--- src/design/dshot_telemetry_gcr_decoder_macros.svh ---
// Assertion helpers for the GCR telemetry decoder.
`ifndef DSHOT_TELEMETRY_GCR_DECODER_MACROS_SVH
`define DSHOT_TELEMETRY_GCR_DECODER_MACROS_SVH
`ifndef SYNTHESIS
`define DGCR_ASSERT_MSG(lbl, clk, rstn, prop, msg) \
  lbl: assert property (@(posedge clk) disable iff (!rstn) prop) else $error(msg);
`define DGCR_ASSERT(lbl, prop) \
  `DGCR_ASSERT_MSG(lbl, clk_i, rst_ni, prop, "dgcr assertion failed")
`else
`define DGCR_ASSERT_MSG(lbl, clk, rstn, prop, msg)
`define DGCR_ASSERT(lbl, prop)
`endif
`endif

--- src/design/dgcr_pkg.sv ---
`default_nettype none
package dgcr_pkg;

  localparam int unsigned DurW      = 15;
  localparam int unsigned FrameBits = 21;
  localparam int unsigned DivNumW   = 20;
  localparam int unsigned DivDenW   = 16;
  localparam int unsigned DivCntW   = 5;
  localparam logic [19:0] ErpmNum   = 20'd600000;
  localparam logic [4:0]  SymBad    = 5'h10;
  localparam logic [11:0] PayloadNoPeriod = 12'h0ff;

  typedef struct packed {
    logic [14:0] first_duration;
    logic        first_level;
    logic [14:0] second_duration;
    logic        second_level;
    logic        last_item;
  } dgcr_in_t;

  typedef struct packed {
    logic        telemetry_ok;
    logic [11:0] payload_code;
    logic [15:0] period_value;
    logic [19:0] erpm_times_100;
  } dgcr_out_t;

  // queued item plus front classification
  typedef struct packed {
    dgcr_in_t data;
    logic     first_zero;
    logic     second_zero;
  } dgcr_item_t;

  typedef struct packed {
    logic        start;
    logic [19:0] num;
    logic [15:0] den;
  } dgcr_div_req_t;

  typedef struct packed {
    logic        busy;
    logic        done;
    logic [19:0] quot;
  } dgcr_div_rsp_t;

  // GCR 5b->4b; bit 4 set marks an illegal symbol
  function automatic logic [4:0] gcr_decode(input logic [4:0] sym);
    logic [4:0] r;
    case (sym)
      5'h09: r = 5'h09;
      5'h0a: r = 5'h0a;
      5'h0b: r = 5'h0b;
      5'h0d: r = 5'h0d;
      5'h0e: r = 5'h0e;
      5'h0f: r = 5'h0f;
      5'h12: r = 5'h02;
      5'h13: r = 5'h03;
      5'h15: r = 5'h05;
      5'h16: r = 5'h06;
      5'h17: r = 5'h07;
      5'h19: r = 5'h00;
      5'h1a: r = 5'h08;
      5'h1b: r = 5'h01;
      5'h1d: r = 5'h04;
      5'h1e: r = 5'h0c;
      default: r = SymBad;
    endcase
    return r;
  endfunction

endpackage
`default_nettype wire

--- src/design/dshot_telemetry_gcr_decoder.sv ---
// Bidirectional DShot GCR telemetry decoder.
// Input channel (in_valid_i / in_stall_o / in_data_i): one transaction per
// captured pulse item, two duration/level segments plus a last-item flag.
// Output channel (out_valid_o / out_stall_i / out_data_o): one transaction per
// frame, issued after the item marked last; other items give nothing.
// Config: cfg_we_i writes bit_length (ticks per bit, 0 acts as 1); write only
// while idle. Reset value is 32.
// Each nonzero segment before the first zero one runs through the shared
// 20-step restoring divider; the last item then adds frame decode and the
// eRPM division, which is skipped when the period is zero. A two-entry
// queue in front takes new items while the back end is busy; in_stall_o
// rises only when that queue is full.
// A finished result sits in the output register while out_stall_i is high;
// the back end then waits in its final step but the queue keeps filling.
// Reset (rst_ni low, async) empties the queue, clears the frame shift state
// and drops any pending result.
`default_nettype none
`include "dshot_telemetry_gcr_decoder_macros.svh"
module dshot_telemetry_gcr_decoder (
  input  wire                  clk_i,
  input  wire                  rst_ni,
  input  wire                  in_valid_i,
  output logic                 in_stall_o,
  input  dgcr_pkg::dgcr_in_t   in_data_i,
  output logic                 out_valid_o,
  input  wire                  out_stall_i,
  output dgcr_pkg::dgcr_out_t  out_data_o,
  input  wire                  cfg_we_i,
  input  wire  [14:0]          cfg_wdata_i
);
  import dgcr_pkg::*;

  logic          [14:0] bit_len_q;
  logic                 item_valid;
  dgcr_item_t           item;
  logic                 pop;
  dgcr_div_req_t        div_req;
  dgcr_div_rsp_t        div_rsp;

  // bit_length register
  always_ff @(posedge clk_i or negedge rst_ni) begin
    if (!rst_ni) begin
      bit_len_q <= 15'd32;
    end else if (cfg_we_i) begin
      bit_len_q <= cfg_wdata_i;
    end
  end

  // front end: queue + zero-duration classification
  dgcr_front u_front (
    .clk_i        (clk_i),
    .rst_ni       (rst_ni),
    .in_valid_i   (in_valid_i),
    .in_stall_o   (in_stall_o),
    .in_data_i    (in_data_i),
    .item_valid_o (item_valid),
    .item_o       (item),
    .pop_i        (pop)
  );

  // shared divider: segment rounding and eRPM
  dgcr_div u_div (
    .clk_i  (clk_i),
    .rst_ni (rst_ni),
    .req_i  (div_req),
    .rsp_o  (div_rsp)
  );

  // back end: bit capture, frame decode, result register
  dgcr_back u_back (
    .clk_i        (clk_i),
    .rst_ni       (rst_ni),
    .bit_len_i    (bit_len_q),
    .item_valid_i (item_valid),
    .item_i       (item),
    .pop_o        (pop),
    .div_req_o    (div_req),
    .div_rsp_i    (div_rsp),
    .res_valid_o  (out_valid_o),
    .res_stall_i  (out_stall_i),
    .res_o        (out_data_o)
  );

  `DGCR_ASSERT(a_no_pop_empty, pop |-> item_valid)
  `DGCR_ASSERT(a_div_no_restart, div_req.start |-> !div_rsp.busy)
  `DGCR_ASSERT(a_div_done_pulse, div_rsp.done |=> !div_rsp.done)

endmodule
`default_nettype wire

--- src/design/dgcr_front.sv ---
`default_nettype none
module dgcr_front (
  input  wire                     clk_i,
  input  wire                     rst_ni,
  input  wire                     in_valid_i,
  output logic                    in_stall_o,
  input  dgcr_pkg::dgcr_in_t      in_data_i,
  output logic                    item_valid_o,
  output dgcr_pkg::dgcr_item_t    item_o,
  input  wire                     pop_i
);
  import dgcr_pkg::*;

  // two-entry queue
  dgcr_item_t mem_q [2];
  logic       wr_ptr_q, rd_ptr_q;
  logic [1:0] cnt_q;
  logic       push;
  dgcr_item_t cls;

  assign in_stall_o   = (cnt_q == 2'd2);
  assign push         = in_valid_i && !in_stall_o;
  assign item_valid_o = (cnt_q != 2'd0);
  assign item_o       = mem_q[rd_ptr_q];

  always_comb begin
    cls.data        = in_data_i;
    cls.first_zero  = (in_data_i.first_duration == '0);
    cls.second_zero = (in_data_i.second_duration == '0);
  end

  always_ff @(posedge clk_i or negedge rst_ni) begin
    if (!rst_ni) begin
      wr_ptr_q <= 1'b0;
      rd_ptr_q <= 1'b0;
      cnt_q    <= 2'd0;
    end else begin
      if (push) wr_ptr_q <= ~wr_ptr_q;
      if (pop_i) rd_ptr_q <= ~rd_ptr_q;
      cnt_q <= cnt_q + {1'b0, push} - {1'b0, pop_i};
    end
  end

  always_ff @(posedge clk_i) begin
    if (push) mem_q[wr_ptr_q] <= cls;
  end

endmodule
`default_nettype wire

--- src/design/dgcr_div.sv ---
`default_nettype none
module dgcr_div (
  input  wire                     clk_i,
  input  wire                     rst_ni,
  input  dgcr_pkg::dgcr_div_req_t req_i,
  output dgcr_pkg::dgcr_div_rsp_t rsp_o
);
  import dgcr_pkg::*;

  // restoring divider, one quotient bit per cycle
  logic [DivDenW-1:0] rem_q;
  logic [DivNumW-1:0] quo_q;
  logic [DivDenW-1:0] den_q;
  logic [DivCntW-1:0] cnt_q;
  logic               busy_q, done_q;
  logic [DivDenW:0]   trial;
  logic               fits;

  assign trial = {rem_q, quo_q[DivNumW-1]};
  assign fits  = (trial >= {1'b0, den_q});

  assign rsp_o.busy = busy_q;
  assign rsp_o.done = done_q;
  assign rsp_o.quot = quo_q;

  always_ff @(posedge clk_i or negedge rst_ni) begin
    if (!rst_ni) begin
      busy_q <= 1'b0;
      done_q <= 1'b0;
      cnt_q  <= '0;
    end else begin
      done_q <= 1'b0;
      if (req_i.start) begin
        busy_q <= 1'b1;
        cnt_q  <= '0;
      end else if (busy_q) begin
        cnt_q <= cnt_q + 1'b1;
        if (cnt_q == DivCntW'(DivNumW - 1)) begin
          busy_q <= 1'b0;
          done_q <= 1'b1;
        end
      end
    end
  end

  always_ff @(posedge clk_i) begin
    if (req_i.start) begin
      rem_q <= '0;
      quo_q <= req_i.num;
      den_q <= req_i.den;
    end else if (busy_q) begin
      rem_q <= fits ? DivDenW'(trial - {1'b0, den_q}) : trial[DivDenW-1:0];
      quo_q <= {quo_q[DivNumW-2:0], fits};
    end
  end

endmodule
`default_nettype wire

--- src/design/dgcr_back.sv ---
`default_nettype none
module dgcr_back (
  input  wire                     clk_i,
  input  wire                     rst_ni,
  input  wire  [14:0]             bit_len_i,
  input  wire                     item_valid_i,
  input  dgcr_pkg::dgcr_item_t    item_i,
  output logic                    pop_o,
  output dgcr_pkg::dgcr_div_req_t div_req_o,
  input  dgcr_pkg::dgcr_div_rsp_t div_rsp_i,
  output logic                    res_valid_o,
  input  wire                     res_stall_i,
  output dgcr_pkg::dgcr_out_t     res_o
);
  import dgcr_pkg::*;

  typedef enum logic [6:0] {
    S_IDLE = 7'b0000001,
    S_SEG  = 7'b0000010,
    S_DIVW = 7'b0000100,
    S_END  = 7'b0001000,
    S_FIN  = 7'b0010000,
    S_ERPM = 7'b0100000,
    S_POST = 7'b1000000
  } state_e;

  state_e      state_q, state_d;
  dgcr_item_t  item_q;
  logic        seg_q;
  logic [20:0] shift_q;
  logic [4:0]  seen_q;
  logic        stop_q;
  logic        ok_q;
  logic [11:0] payload_q;
  logic [15:0] period_q;
  logic [19:0] erpm_q;
  logic        res_valid_q;
  logic        res_valid_d;
  dgcr_out_t   res_q;
  // ERPM division reuses S_DIVW; a done there on the FIN path is told apart
  // by fin_q
  logic        fin_q;

  logic [14:0] len;
  logic [14:0] dur;
  logic        lvl, zero;
  logic        out_free;
  logic [20:0] run_shift;
  logic [4:0]  run_seen;
  logic [4:0]  pad;
  logic [20:0] padded;
  logic [19:0] raw;
  logic [4:0]  s0, s1, s2, s3;
  logic [15:0] decoded;
  logic        ok_c;
  logic [11:0] payload_c;
  logic [15:0] period_c;

  assign len  = (bit_len_i == '0) ? 15'd1 : bit_len_i;
  assign dur  = seg_q ? item_q.data.second_duration : item_q.data.first_duration;
  assign lvl  = seg_q ? item_q.data.second_level : item_q.data.first_level;
  assign zero = seg_q ? item_q.second_zero : item_q.first_zero;
  assign out_free = !res_valid_q || !res_stall_i;
  assign res_valid_d = (state_q == S_POST && out_free) || (res_valid_q && res_stall_i);

  // run of quotient bits into the frame register
  always_comb begin
    if (div_rsp_i.quot >= 20'(FrameBits)) begin
      run_shift = lvl ? '1 : '0;
    end else begin
      run_shift = (shift_q << div_rsp_i.quot[4:0]) |
                  (lvl ? ~({21{1'b1}} << div_rsp_i.quot[4:0]) : '0);
    end
    if (div_rsp_i.quot >= 20'(5'(FrameBits) - seen_q)) begin
      run_seen = 5'(FrameBits);
    end else begin
      run_seen = seen_q + div_rsp_i.quot[4:0];
    end
  end

  // pad with ones, undo NRZI, GCR, checksum, period
  always_comb begin
    pad = 5'(FrameBits) - seen_q;
    if (seen_q >= 5'(FrameBits)) begin
      padded = shift_q;
    end else begin
      padded = (shift_q << pad) | ~({21{1'b1}} << pad);
    end
    raw = padded[19:0] ^ padded[20:1];
    s0 = gcr_decode(raw[4:0]);
    s1 = gcr_decode(raw[9:5]);
    s2 = gcr_decode(raw[14:10]);
    s3 = gcr_decode(raw[19:15]);
    decoded = {s3[3:0], s2[3:0], s1[3:0], s0[3:0]};
    ok_c = !(s0[4] || s1[4] || s2[4] || s3[4]) &&
           ((decoded[3:0] ^ decoded[7:4] ^ decoded[11:8] ^ decoded[15:12]) == 4'hf);
    payload_c = ok_c ? decoded[15:4] : 12'd0;
    if (!ok_c || payload_c == {PayloadNoPeriod[7:0], 4'hf}) begin
      period_c = '0;
    end else begin
      period_c = 16'({7'd0, payload_c[8:0]} << payload_c[11:9]);
    end
  end

  always_comb begin
    state_d         = state_q;
    pop_o           = 1'b0;
    div_req_o.start = 1'b0;
    div_req_o.num   = 20'({1'b0, dur} + {2'b0, len[14:1]});
    div_req_o.den   = {1'b0, len};
    case (state_q)
      S_IDLE: begin
        if (item_valid_i) begin
          pop_o   = 1'b1;
          state_d = S_SEG;
        end
      end
      S_SEG: begin
        if (stop_q || zero) begin
          state_d = S_END;
        end else begin
          div_req_o.start = 1'b1;
          state_d         = S_DIVW;
        end
      end
      S_DIVW: begin
        if (div_rsp_i.done) begin
          if (fin_q) state_d = S_POST;
          else state_d = seg_q ? S_END : S_SEG;
        end
      end
      S_END: begin
        state_d = item_q.data.last_item ? S_FIN : S_IDLE;
      end
      S_FIN: begin
        state_d = S_ERPM;
      end
      S_ERPM: begin
        div_req_o.num = ErpmNum + 20'(period_q[15:1]);
        div_req_o.den = period_q;
        if (period_q == '0) begin
          state_d = S_POST;
        end else if (!div_rsp_i.busy && !div_rsp_i.done) begin
          div_req_o.start = 1'b1;
          state_d         = S_DIVW;
        end
      end
      S_POST: begin
        if (out_free) state_d = S_IDLE;
      end
      default: state_d = S_IDLE;
    endcase
  end

  always_ff @(posedge clk_i or negedge rst_ni) begin
    if (!rst_ni) begin
      state_q     <= S_IDLE;
      seg_q       <= 1'b0;
      shift_q     <= '0;
      seen_q      <= '0;
      stop_q      <= 1'b0;
      fin_q       <= 1'b0;
      res_valid_q <= 1'b0;
    end else begin
      state_q     <= state_d;
      res_valid_q <= res_valid_d;
      case (state_q)
        S_IDLE: seg_q <= 1'b0;
        S_SEG: begin
          if (!stop_q && zero) stop_q <= 1'b1;
        end
        S_DIVW: begin
          if (div_rsp_i.done && !fin_q) begin
            shift_q <= run_shift;
            seen_q  <= run_seen;
            seg_q   <= 1'b1;
          end
        end
        S_FIN: fin_q <= 1'b1;
        S_POST: begin
          if (out_free) begin
            shift_q     <= '0;
            seen_q      <= '0;
            stop_q      <= 1'b0;
            fin_q       <= 1'b0;
          end
        end
        default: ;
      endcase
    end
  end

  always_ff @(posedge clk_i) begin
    if (pop_o) item_q <= item_i;
    if (state_q == S_FIN) begin
      ok_q      <= ok_c;
      payload_q <= payload_c;
      period_q  <= period_c;
      erpm_q    <= '0;
    end
    if (state_q == S_DIVW && div_rsp_i.done && fin_q) erpm_q <= div_rsp_i.quot;
    if (state_q == S_POST && out_free) begin
      res_q.telemetry_ok   <= ok_q;
      res_q.payload_code   <= payload_q;
      res_q.period_value   <= period_q;
      res_q.erpm_times_100 <= erpm_q;
    end
  end

  assign res_valid_o = res_valid_q;
  assign res_o       = res_q;

endmodule
`default_nettype wire
--- config.mk ---
export PLATFORM = sky130hd
export DESIGN_NAME = dshot_telemetry_gcr_decoder
export DESIGN_NICKNAME = d
export VERILOG_FILES = /design/src/design/dgcr_pkg.sv /design/src/design/dshot_telemetry_gcr_decoder.sv /design/src/design/dgcr_front.sv /design/src/design/dgcr_div.sv /design/src/design/dgcr_back.sv
export VERILOG_INCLUDE_DIRS = /design/src /design/src/design
export SDC_FILE = /design/constraint.sdc
export NUM_CORES = 1
export LEC_CHECK = 0
export ABC_AREA = 1
export BUFFER_PORTS_ARGS = -buffer_cell sky130_fd_sc_hd__buf_2
export CORE_MARGIN = 2
export CORE_UTILIZATION = 55
export CTS_CLUSTER_DIAMETER = 40
export CTS_CLUSTER_SIZE = 20
export DETAILED_ROUTE_END_ITERATION = 16
export PLACE_DENSITY = 0.81
export SETUP_SLACK_MARGIN = 0.3
export SYNTH_ARGS = -nofsm -noshare
export SYNTH_HDL_FRONTEND = slang
export SYNTH_SLANG_ARGS = --single-unit
--- constraint.sdc ---
create_clock -name clk_i -period 9.9 [get_ports clk_i]
set_input_delay 0.99 -clock clk_i [delete_from_list [all_inputs] [get_ports clk_i]]
set_output_delay 0.99 -clock clk_i [all_outputs]
set_load 0.01 [all_outputs]
[Yosys cells after proc, flatten, opt, wreduce, memory -nomap -nowiden]
Memories as Yosys holds them, arrays and structs flattened. A register that Yosys moved wholly into a read port is not among the register bits.
Cells that the tools add are included.
Operators by class
  add/subtract/negate cells: 9
  magnitude comparators: 4
  eq/ne operators: 17
  shift operators: 5
  mux-type cells: 54
  bitwise logic cells: 10
  reductions and logical operators: 41
Operator list (count)
  $mux W21: 6
  $mux W20: 4
  $pmux W7 S7: 1
  $logic_not A15 Y1: 3
  $mux W7: 6
  $not A21 Y21: 2
  $or A21 B21 Y21: 2
  $pmux W21 S2: 1
  $shl A21 B5 Y21: 2
  $shl A21 B5 Y21 const A: 2
  $mux W36: 1
  $mux W15: 2
  $mux W5: 6
  $add A20 B15 Y20 const A: 1
  $ge A20 B20 Y1: 1
  $ge A20 B5 Y1 const B: 1
  $xor A20 B20 Y20: 1
  $mux W1: 18
  $ge A17 B16 Y1: 1
  $add A15 B14 Y16: 1
  $logic_not A16 Y1: 1
  $mux W16: 1
  $shl A9 B3 Y16: 1
  $sub A16 B16 Y16: 1
  other kinds (34): 74
Word-level totals
  flip-flop bits (word level): 213
  bits in writable memories: 70
  ROM bits: 640
  output and inout bits: 51
  memories kept: 5
Memories
  (no name shown): depth 32, width 5, rd ports 1, clocked after memory_dff 0, wr ports 0, line dgcr_pkg.sv:50  | case (sym)
  (no name shown): depth 32, width 5, rd ports 1, clocked after memory_dff 0, wr ports 0, line dgcr_pkg.sv:50
  (no name shown): depth 32, width 5, rd ports 1, clocked after memory_dff 0, wr ports 0, line dgcr_pkg.sv:50
  (no name shown): depth 32, width 5, rd ports 1, clocked after memory_dff 0, wr ports 0, line dgcr_pkg.sv:50
  u_front.mem_q: depth 2, width 35, rd ports 1, clocked after memory_dff 1, wr ports 1, line dgcr_front.sv:15  | dgcr_item_t mem_q [2];

[Longest topological paths before layout]
Gate-level depths: netlist of the first run.
An unclocked memory read counts as a cell.
  word-level depth: 15
  mapped depth: 34
  gate-level depth less buffers: 33

[Cells and area by module]
Synthesis of the first run repeated with hierarchy kept, for this count alone.
Second synthesis, totals
  cell total of the unflattened synthesis: 2453
  area total of the unflattened synthesis: 19673.9 µm²
Modules (own cells, without submodules)
  dgcr_back: instances 1, cells an instance 1739, area an instance 12440.7 µm²
  dgcr_div: instances 1, cells an instance 461, area an instance 3518.4 µm²
  dgcr_front: instances 1, cells an instance 189, area an instance 3105.5 µm²
  dshot_telemetry_gcr_decoder: instances 1, cells an instance 64, area an instance 609.3 µm²

[Worst setup path before layout of the first run]
No wires, ideal clock.
  kind: register to register
  from: register u_back.state_q[3]
  to: register u_back.erpm_q[0], enable pin
  setup time: 0.377 ns
  data arrival time: 4.611 ns
  setup slack: 4.912 ns
  cell stages (with the launch flop): 8
  buffers on the path: 0
  clock period less this slack: 4.988 ns
  cells stage by stage: dfrtp_1 > nor2_1 > inv_1 > nor2_1 > inv_1 > nor4_1 > inv_1 > nand2_1
Between the ends
  longest elaborated chain between the ends: 4
  elaborated cells on any way between the ends: 5
Ends and longest elaborated chain
  from (decl): line dgcr_back.sv:27  | state_e state_q, state_d;
  from (signal assigned): line dgcr_back.sv:165  | state_q <= state_d;
  $eq A7 B3 Y1: line dgcr_back.sv:201  | if (state_q == S_DIVW && div_rsp_i.done && fin_q) erpm_q <= div_rsp_i.quot;
  $logic_and A1 B1 Y1 (2 in series): line dgcr_back.sv:201
  $reduce_bool A2 Y1 (no line) *
  to (signal assigned): line dgcr_back.sv:201
  to (decl): line dgcr_back.sv:36  | logic [19:0] erpm_q;
Every way passes the cells marked *; elsewhere a longest branch is shown, timed or not.
A chain may end at the register's enable or synchronous reset.

[Worst setup path after layout of the first run]
  from: register u_back.seen_q[1]
  to: register u_back.period_q[4] (data pin)
Between the ends
  longest elaborated chain between the ends: 15
  elaborated cells on any way between the ends: 26
Ends and longest elaborated chain
  from (decl): line dgcr_back.sv:31  | logic [4:0] seen_q;
  from (signal assigned): line dgcr_back.sv:175  | seen_q <= run_seen;
  $sub A5 B5 Y5: line dgcr_back.sv:83  | pad = 5'(FrameBits) - seen_q;
  $shl A21 B5 Y21: line dgcr_back.sv:87  | padded = (shift_q << pad) | ~({21{1'b1}} << pad);
  $not A21 Y21: line dgcr_back.sv:87
  $or A21 B21 Y21: line dgcr_back.sv:87
  $mux W21 *: line dgcr_back.sv:84  | if (seen_q >= 5'(FrameBits)) begin
  $xor A20 B20 Y20 *: line dgcr_back.sv:89  | raw = padded[19:0] ^ padded[20:1];
  $mem_v2 Z32 W5
  $xor A4 B4 Y4 / $logic_or A1 B1 Y1 (equally long branches) (3 in series): line dgcr_back.sv:96, dgcr_back.sv:95
  $eq A4 B4 Y1 / $logic_not A1 Y1 (equally long branches): line dgcr_back.sv:96, dgcr_back.sv:95
  $logic_and A1 B1 Y1: line dgcr_back.sv:95  | ok_c = !(s0[4] || s1[4] || s2[4] || s3[4]) &&
  $mux W12 *: line dgcr_back.sv:97  | payload_c = ok_c ? decoded[15:4] : 12'd0;
  named net u_back.payload_c[10]: line dgcr_back.sv:56  | logic [11:0] payload_c;
  $eq A12 B12 Y1: line dgcr_back.sv:98  | if (!ok_c || payload_c == {PayloadNoPeriod[7:0], 4'hf}) begin
  $logic_or A1 B1 Y1: line dgcr_back.sv:98
  to (signal assigned): line dgcr_back.sv:198  | period_q <= period_c;
  to (decl): line dgcr_back.sv:35  | logic [15:0] period_q;
The timed path passes the listed nets; every way through them passes the cells marked *.

==> results of run 1 <==
==> report_power, final <==
| group | internal [uW] | switching, uW | leakage, uW |
|---|---|---|---|
| Sequential | 1820 | 224 | 0.00302 |
| Combinational | 835 | 1670 | 0.00534 |
| Clock | 811 | 593 | 0.000624 |
==> area by class of cell <==
cell class	count	area (sq um)	share of cell area (%)
Inverter	230	868	4.29
Timing Repair Buffer	114	598	2.95
Tap cell	442	553	2.73
Clock buffer	41	962	4.75
Multi-Input combinational cell	1492	7870	38.8
Clock inverter	29	333	1.64
Sequential cell	318	9080	44.8
==> logic make-up after synthesis <==
family	after synthesis	synth area share, %
buffers and inverters	308	6.76
adder cells (fa/ha/maj)	73	5.16
flip-flops	318	50.1
AND/OR/NAND/NOR	1016	23.7
AO/OA/AOI/OAI	327	10.0
multiplexers	44	2.70
XOR/XNOR	32	1.55
==> cells in the final DEF (no fill, tap or decap), types with 25 or more instances in the layout <==
master     instances
o22ai_1           25
a21oi_1           96
nand3_1          166
mux2_2            39
o21ai_0          134
edfxtp_1         239
nor2_1           167
ha_1              70
dfrtp_1           61
inv_1            214
nand2_1          592
clkbuf_16         38
buf_2            103
==> layer usage <==
layer	share of wire [%]	up-vias	GRT usage, %
met1	43	7112	39.2
li1	-	7307	-
met2	46	706	44.4
met5	0	-	0
met4	3.5	0	10.1
met3	7.6	115	3.87
==> sequential cells by signal, summed over array words and instances (netlist names), 2 cells and up <==
| signal | flops |
|---|---|
| bit_len_q | 15 |
| u_back.erpm_q | 20 |
| u_back.item_q | 35 |
| u_back.payload_q | 12 |
| u_back.period_q | 16 |
| u_back.res_o | 49 |
| u_back.seen_q | 5 |
| u_back.shift_q | 21 |
| u_back.state_q | 7 |
| u_div.cnt_q | 5 |
| u_div.den_q | 16 |
| u_div.quo_q | 20 |
| u_div.rem_q | 16 |
| u_front.cnt_q | 2 |
| u_front.mem_q | 70 |
==> worst max-delay path by stage <==
stage | startpoint | to | slack [ns] | depth (start not counted)
CTS | u_back.seen_q[1] | u_back.period_q[4] | 4.18 | 30
detailed placement | u_back.seen_q[1] | u_back.period_q[7] | 4.21 | 30
global route | u_back.seen_q[1] | u_back.period_q[4] | 3.60 | 30
global placement | u_back.seen_q[1] | u_back.period_q[11] | 4.50 | 30
finish | u_back.seen_q[1] | u_back.period_q[4] | 4.03 | 30
floorplan | u_back.state_q[3] | u_back.erpm_q[0] | 4.91 | 7
==> per-stage QoR <==
step	util, %	instances	total power (uW)	instance area, sq um
final	62.3	2666	5960	20300
after global routing	62.3	2666	6370	20300
after CTS	62.3	2666	5940	20300
after detailed placement	58.3	2596	4510	19000
after global placement	58.3	2596	4430	19000
after floorplan	-	2118	3880	18100
==> worst max-delay path: cells and delay by family (launching register included) <==
family	cells	cell delay (ns)
DFF	1	0.93
xor gates and xnor gates	1	0.29
buffers and inverters	7	1.22
and+or+nand+nor	19	2.08
AOI/OAI and AO/OA	1	0.12
adders and majority gates	2	0.98
==> results.yml, run 1 <==
clock_tree:
  cts_max_level: 2
  cts_buffers: 38
  hold_buffers: 0
  cts_tree: "built"
  post_cts_resized: 0
  clk_latency_ns: 0.55
  path_clk_slew_ns: 0.06
  root_buffer: "clkbuf_16"
  clock-sinks: 318
  cts_setup_buffers: 0
  cts_buffer_depth: 3
setup_path:
  worst_r2r_path_depth: 30
  critPathMostFrequentCell: "nand2_1"
  regToRegSetupSlack_ns: 4.03
  critPathArrivalTime_ns: 6.17
  startpoint_type: "register"
  path_class: "register to register"
  slowest_stage: "dfrtp_1"
  r2r-end: "u_back.period_q[4]"
  end_kind: "register"
  cp_slowest_stage_delay_ns: 0.93
  critPathMaxFanout: 28
  required_ns: 10.21
  timing.rr.start: "u_back.seen_q[1]"
cells_and_area:
  fin_nets: 2320
  n_antenna_cell: 0
  fillCellCount: 2655
  syn_to_final_growth_pct: 11.7
  drive_gt1_share_pct: 12.3
global_route:
  grt_overflow_total: 0
  grt_max_degree: 64
  antenna_found_initial: 0
  grt_pass1_vias: 14067
  grtUsageTotal_pct: 27.9
  grt_pass1_wl_microns: 74800
floorplanning:
  row_count: 66
  die_area_sq_um: 34400
  core_area_sq_um: 32500
  io_pins: 104
  start_util_pct: 55.7
  die_x_microns: 186
  die_h_microns: 186
synthesis:
  synthTopCellsByCount: "592 x nand2_1, 239 x edfxtp_1, 214 x inv_1"
  synthFlopType: "edfxtp_1"
  synth.distinct_cells: 58
  synth_cells: 2118
  yosys_warnings: 0
  async_flop_share_pct: 19.8
  synthTopCellsByArea: "edfxtp_1 40%, nand2_1 12%, dfrtp_1 8.4%, ha_1 4.8%, nand3_1 4.6%"
  synth_top_cell_area_share_pct: 39.6
  ys_ff_latch: 318
  yosysTopAreaCell: "edfxtp_1"
  synth_seq_area_share_pct: 50.1
  synthesis.area_sq_um: 18100
  avgSynthCellArea_sq_um: 8.56
  syn_nets: 2244
  synth-edff-count: 239
  synthMostInstantiatedCell: "nand2_1"
drt:
  routed_via_density: 5.72
  drt_pass1_iterations: 6
  vias: 15240
  drc: 0
  drt_iter0_drc: 1736
  wire_per_inst_microns: 18.0
  ant_nets: 0
  drt_wl_total_microns: 47900
sta:
  holdWs_ns: 0.415
  worstMarginPinSlew_ns: 1.19
  hold_violations: 0
  setup_tns_ns: 0
  min_period_ns: 5.87
  final.period_utilization_pct: 59.3
  rsz0062_at_grt: "false"
  final_max_slew_viol_count: 0
  finalClockSkew_ns: 0.0257
  fin_ws_ns: 4.03
  fmax_ghz: 0.170
  max_slew_margin_pct: 20.8
  setup_viol_count_final: 0
power:
  power_density_nw_per_um2: 294
  ir_worst_vdd_v: 0.000195
  p_leak_uw: 0.00899
status:
  status: "finished clean"
place:
  dp_hpwl_microns: 34700
  gp_congestion: 0.991
  dpl_worst_slack_ns: 4.21
  io_buffers: 103
min_path:
  worstHoldEndpoint: "u_back.res_o[2]"
  hold_depth: 0
  min_path_type: "register to register"
  hp-start: "u_back.erpm_q[2]"
job:
  maxCapViolations: 0
(Power assumes the default switching activity.)
==> run 2, diff against run 1 <==
--- a/config.mk
+++ b/config.mk
@@ -6,14 +6,14 @@
 export SDC_FILE = /design/constraint.sdc
 export NUM_CORES = 1
 export LEC_CHECK = 0
-export ABC_AREA = 1
+export ABC_AREA = 0
 export BUFFER_PORTS_ARGS = -buffer_cell sky130_fd_sc_hd__buf_2
 export CORE_MARGIN = 2
 export CORE_UTILIZATION = 55
 export CTS_CLUSTER_DIAMETER = 40
 export CTS_CLUSTER_SIZE = 20
 export DETAILED_ROUTE_END_ITERATION = 16
-export PLACE_DENSITY = 0.81
+export PLACE_DENSITY = 0.84
 export SETUP_SLACK_MARGIN = 0.3
 export SYNTH_ARGS = -nofsm -noshare
 export SYNTH_HDL_FRONTEND = slang
==> constraint.sdc (replaced) <==
create_clock -name clk_i -period 5.2 [get_ports clk_i]
set_input_delay 0.52 -clock clk_i [delete_from_list [all_inputs] [get_ports clk_i]]
set_output_delay 0.52 -clock clk_i [all_outputs]
set_load 0.01 [all_outputs]
==> results.yml, run 2 <==
status:
  status: "finished clean"
global_route:
  grt_pass1_vias: 13717
  antenna_found_initial: 3
  grt_pass1_wl_microns: 75000
  grt.busiest_layer: "met2"
  grt_overflow_total: 0
  grtUsageMet1_pct: 36.9
  grtUsageTotal_pct: 26.6
  grt_max_degree: 64
  use_met2_pct: 43.3
  grtUsageMet3_pct: 4.74
drt:
  vias: 14198
  drt_iter0_drc: 1298
  drt_pass1_iterations: 5
  drc: 0
  ant_nets: 0
  wire_per_inst_microns: 20.8
  routed_via_density: 6.21
  drt_wl_total_microns: 47500
sta:
  max_slew_margin_pct: 27.6
  final_max_slew_viol_count: 0
  hold_violations: 0
  final.period_utilization_pct: 91.6
  worstMarginPinSlew_ns: 1.09
  rsz0062_at_grt: "false"
  setup_tns_ns: 0
  setup_viol_count_final: 0
  min_period_ns: 4.77
  fmax_ghz: 0.210
  finalClockSkew_ns: 0.0210
setup_path:
  worstSetupStartpoint: "u_back.seen_q[1]"
  cp_slowest_stage_delay_ns: 0.48
  startpoint_type: "register"
  path_buf_inv: 6
  required_ns: 5.59
  path_class: "register to register"
  slowest_stage: "mux4_2"
  crit_family: "buffers and inverters"
  timing.rr.start: "u_back.seen_q[1]"
  worstPathCellList: "buf_4 > ha_1 > buf_4 > xor2_2 > buf_6 > mux2i_1 > mux4_2 > o22ai_2 > xor2_2 > inv_1 > ha_1 > a2bb2oi_2 > xnor3_1 > nor4b_4 > buf_4 > nand3_2 > buf_4 > and3b_1 > o21ai_1 > a21oi_1"
  critPathMostFrequentCell: "buf_4"
  critPathMaxFanout: 17
  end_kind: "register"
  critPathArrivalTime_ns: 5.16
floorplanning:
  die_x_microns: 188
  row_count: 67
  start_util_pct: 55.8
  die_h_microns: 188
  io_pins: 104
  die_area_sq_um: 35400
  core_area_sq_um: 33400
place:
  place_area_sq_um: 19800
  gp_congestion: 0.983
  io_buffers: 103
  dp_hpwl_microns: 34200
synthesis:
  syn_nets: 1821
  synthMostInstantiatedCell: "edfxtp_1"
  ys_ff_latch: 318
  synth-edff-count: 239
  synthesis.area_sq_um: 18700
  synth_top_cell_area_share_pct: 38.5
  synthFlopType: "edfxtp_1"
  synthTopCellsByCount: "239 x edfxtp_1, 151 x nand2_1, 121 x nor2_1"
  synthTopCellsByArea: "edfxtp_1 38%, dfrtp_1 8.2%, mux2_2 4.7%, ha_1 4.7%, mux2i_1 3.8%"
  synth_top_family_by_area: "compound AO/OA/AOI/OAI gates"
  synth-compound-area-share_pct: 13.8
  avgSynthCellArea_sq_um: 11.0
  yosysTopAreaCell: "edfxtp_1"
  synth_xor_area_share_pct: 3.46
  async_flop_share_pct: 19.8
  yosys.area_share.simple_pct: 13.1
  synth_seq_area_share_pct: 48.7
  synth_cells: 1695
  yosys_warnings: 0
  synth.distinct_cells: 98
  yosys.area_share.adder_pct: 5.12
  synth.area.mux_share_pct: 11.7
power:
  p_leak_uw: 0.00850
  ir_worst_vdd_v: 0.000344
  power_density_nw_per_um2: 444
cells_and_area:
  final_area_sq_um: 21300
  drive_gt1_share_pct: 22.6
  final_cell_mix: "239 x edfxtp_1, 151 x nand2_1, 119 x nor2_1, 107 x a21oi_1, 103 x buf_2"
  syn_to_final_growth_pct: 14.2
  largest_reg_flops: 70
  largest_register: "u_front.mem_q"
  fin_nets: 1936
  final_common_cell: "edfxtp_1"
clock_tree:
  clk_latency_ns: 0.54
  clock-sinks: 318
  cts_max_level: 2
  cts_buffers: 35
  path_clk_slew_ns: 0.07
  cts_buffer_depth: 3
  root_buffer: "clkbuf_16"
  cts_tree: "built"
job:
  maxCapViolations: 0
min_path:
  min_path_type: "input pin to async pin"
run 2: cell types whose count changed in the layout (fill, tap and decap cells not counted), sizes merged, moves of 32 or more:
cell	change
nand2	-455
mux2	+39
inv	-164
xnor2	+32
mux2i	+66
o21ai	-56
nand3	-141
nor2	-55
buf	+69
run 2: worst paths after layout:
kind | to | cells past startpoint | slack [ns]
worst max-delay path | u_back.period_q[9] | 20 | 0.43
worst min-delay path | u_back.shift_q[16] | 2 | 0.16
worst max register to register | u_back.period_q[9] | 20 | 0.43
worst min register to register | u_back.res_o[39] | 0 | 0.42
max in group asynchronous | u_back.seen_q[2] | 2 | 4.41
min in group clk_i | u_front.mem_q[0][19] | 1 | 0.18
run 2: report_power, final:
| group | switching, uW | total, uW | internal, uW | leakage [uW] |
|---|---|---|---|---|
| registers | 318 | 3640 | 3320 | 0.00307 |
| clock network | 1110 | 2620 | 1500 | 0.000608 |
| logic | 1860 | 3200 | 1340 | 0.00483 |
| total | 3290 | 9460 | 6170 | 0.00850 |
run 2: kinds of logic (layout without fill, tap and decap cells):
group           count (synthesis)  after routing
xor+xnor                       68             68
buf+inv                       174            316
flops                         318            318
other cells                     0              2
fa+ha+maj                      75             75
compound gates                387            387
simple gates                  498            498
mux                           175            175
run 2: area by class of cell:
cell class,instances,area (sq um)
antenna,2,5.00
sequential,318,9080
multi-input combinational,1203,9000
clock inverter,25,315
tap,448,561
inverter,69,259
clock buffer,39,933
fill,2511,12200
timing repair buffer,183,1140
run 2: layer usage:
metal	wire length [microns]	part of all wire, %
met1	19600	41
met2	22600	47
met3	4260	9.0
met4	1120	2.4
met5	24	0.050
run 2: repair_timing:
action                                  CTS  global route
hold endpoints to repair                  0             0
gates resized for setup                   5            34
hold buffers                              0             0
setup buffers                             3            10
endpoints found under the setup margin    9            14
pin swaps                                 5            11
run 2: worst reg2reg max path: cells and delay by family (launching register included):
| family | cells | cell delay, ns |
|---|---|---|
| AO/OA/AOI/OAI | 4 | 0.62 |
| XOR/XNOR | 3 | 0.84 |
| adder cells (fa/ha/maj) | 2 | 0.45 |
| buffers and inverters | 6 | 1.02 |
| flip-flops | 1 | 0.44 |
| multiplexers | 2 | 0.61 |
| AND/OR/NAND/NOR | 3 | 0.65 |
run 2: stage by stage:
stage | utilization, % | total power, uW | setup WS (ns) | std cells | hold slack (ns)
detailed placement | 59.1 | 6760 | 0.0885 | 2208 | 0.405
CTS | 62.9 | 9400 | 0.305 | 2275 | 0.166
global route | 63.7 | 9940 | 0.233 | 2285 | 0.172
floorplan | - | 5950 | 0.497 | 1695 | 0.224
finish | 63.7 | 9460 | 0.434 | 2287 | 0.160
global placement | 59.1 | 6640 | 0.259 | 2208 | 0.401
==> run 3, diff against run 2 <==
==> constraint.sdc (replaced) <==
create_clock -name clk_i -period 4 [get_ports clk_i]
set_input_delay 0.4 -clock clk_i [delete_from_list [all_inputs] [get_ports clk_i]]
set_output_delay 0.4 -clock clk_i [all_outputs]
set_load 0.01 [all_outputs]
==> results.yml, run 3 (synthesis results as in run 2) <==
min_path:
  min_path_type: "input pin to register"
  hold_depth: 1
setup_path:
  cp_slowest_stage_delay_ns: 0.53
  crit_family: "simple AND/OR/NAND/NOR gates"
  critPathArrivalTime_ns: 4.94
  slowest_stage: "mux4_2"
  path_buf_inv: 4
  startpoint_type: "register"
  path_class: "register to register"
  worstPathCellList: "inv_2 > ha_4 > inv_6 > mux4_2 > xnor2_2 > or4_4 > o21a_1 > ha_2 > a21boi_4 > a211o_1 > xnor2_1 > xnor3_2 > nor4b_4 > buf_4 > nand3_4 > clkinv_2 > nand3_2 > a2111oi_4"
  end_kind: "register"
  cp.depth: 18
  critPathMaxFanout: 4
  required_ns: 4.35
  worst_r2r_path_depth: 18
global_route:
  grt_max_degree: 47
  grt_overflow_total: 0
  grt_pass1_wl_microns: 80700
  grtUsageMet1_pct: 37.1
  grtUsageTotal_pct: 28.9
  antenna_found_initial: 0
  grt.busiest_layer: "met2"
  grtUsageMet3_pct: 5.91
  use_met2_pct: 48.0
  grt_pass1_vias: 15010
floorplanning:
  core_area_sq_um: 33400
  die_x_microns: 188
  io_pins: 104
  die_area_sq_um: 35400
  start_util_pct: 55.8
  die_h_microns: 188
  row_count: 67
power:
  seqPwrFrac_pct: 36.1
  p_int_uw: 8470
  power_density_nw_per_um2: 562
  swShare_pct: 35.1
  p_sw_uw: 4570
  pwr-share-clk_pct: 28.2
  comb_power_share_pct: 35.7
  ir_worst_vdd_v: 0.000480
  p_leak_uw: 0.00956
place:
  gp_congestion: 0.963
  io_buffers: 103
  dp_hpwl_microns: 37200
sta:
  fmax_ghz: 0.218
  rsz0062_at_grt: "true"
  holdWs_ns: 0.0424
  hold_violations: 0
  finalClockSkew_ns: 0.0306
  final.period_utilization_pct: 115
  final_max_slew_viol_count: 0
  max_slew_margin_pct: 16.8
  worstMarginPinSlew_ns: 1.24
  fin_ws_ns: -0.593
  min_period_ns: 4.59
  setup_viol_count_final: 29
cells_and_area:
  largest_reg_flops: 70
  final_cell_mix: "254 x buf_4, 239 x edfxtp_1, 150 x nand2_1, 106 x nor2_1, 103 x buf_2"
  fin_util_pct: 69.4
  final_common_cell: "buf_4"
  fin_nets: 2129
  drive_gt1_share_pct: 32.1
  syn_to_final_growth_pct: 24.4
  largest_register: "u_front.mem_q"
drt:
  vias: 15097
  ant_nets: 0
  drt_pass1_iterations: 7
  drt_wl_total_microns: 51200
  drc: 0
  drt_iter0_drc: 1201
  routed_via_density: 6.08
  wire_per_inst_microns: 20.6
clock_tree:
  cts_buffers: 39
  clk_latency_ns: 0.55
  cts_buffer_depth: 3
  cts_tree: "built"
  path_clk_slew_ns: 0.06
  root_buffer: "clkbuf_16"
  cts_max_level: 2
  clock-sinks: 318
status:
  status: "finished, violations left"
  violations: "setup timing"
job:
  maxCapViolations: 0
[run 3: cell type report]
class,count,area (sq um)
inverter,69,277
sequential,318,9080
clock buffer,44,1040
multi-input combinational,1203,9280
tap,448,561
timing repair buffer,372,2620
fill,2308,10200
antenna,1,2.50
clock inverter,27,353
[run 3: repair_timing]
item	in CTS	in global routing
resized for setup	70	33
setup endpoints to repair	32	54
pin swaps	13	11
cloned	1	0
hold buffers	1	0
setup buffers	11	17
hold endpoints to repair	30	0
[run 3: final timing paths]
check	from	end	slack (ns)
hold reg to reg	u_back.payload_q[5]	u_back.res_o[41]	0.42
min in group asynchronous	rst_ni	u_back.shift_q[15]	0.47
setup / recovery	u_back.seen_q[1]	u_back.period_q[8]	-0.59
setup reg to reg	u_back.seen_q[1]	u_back.period_q[8]	-0.59
max in group asynchronous	rst_ni	bit_len_q[5]	2.58
hold / removal	in_data_i[0]	u_front.mem_q[1][2]	0.04
[run 3: routing by layer]
| layer | vias to the layer above | part of all wire, % |
|---|---|---|
| li1 | 6967 | - |
| met4 | 0 | 3.7 |
| met5 | - | 0 |
| met3 | 133 | 8.3 |
| met1 | 7293 | 39 |
| met2 | 704 | 49 |
[run 3: through the flow]
| stage | setup slack [ns] | power, uW | setup TNS [ns] | instance area [sq um] | instances |
|---|---|---|---|---|---|
| finish | -0.593 | 13000 | -13.46 | 23200 | 2482 |
| global route | -0.767 | 13700 | -18.36 | 23200 | 2481 |
| CTS | -0.477 | 12900 | -9.90 | 23000 | 2464 |
| detailed placement | -0.744 | 9100 | -13.86 | 21200 | 2380 |
| global placement | -0.496 | 8900 | -8.18 | 21200 | 2380 |
| floorplan | -0.309 | 7760 | -5.05 | 18800 | 1695 |
[run 3: power groups by stage]
stage	registers (uW)	clock network (uW)	logic [uW]
finish	4710	3680	4650
global route	4770	3860	5070
CTS	4700	3710	4480
detailed placement	4750	0	4350
global placement	4720	0	4190
floorplan	4600	0	3160
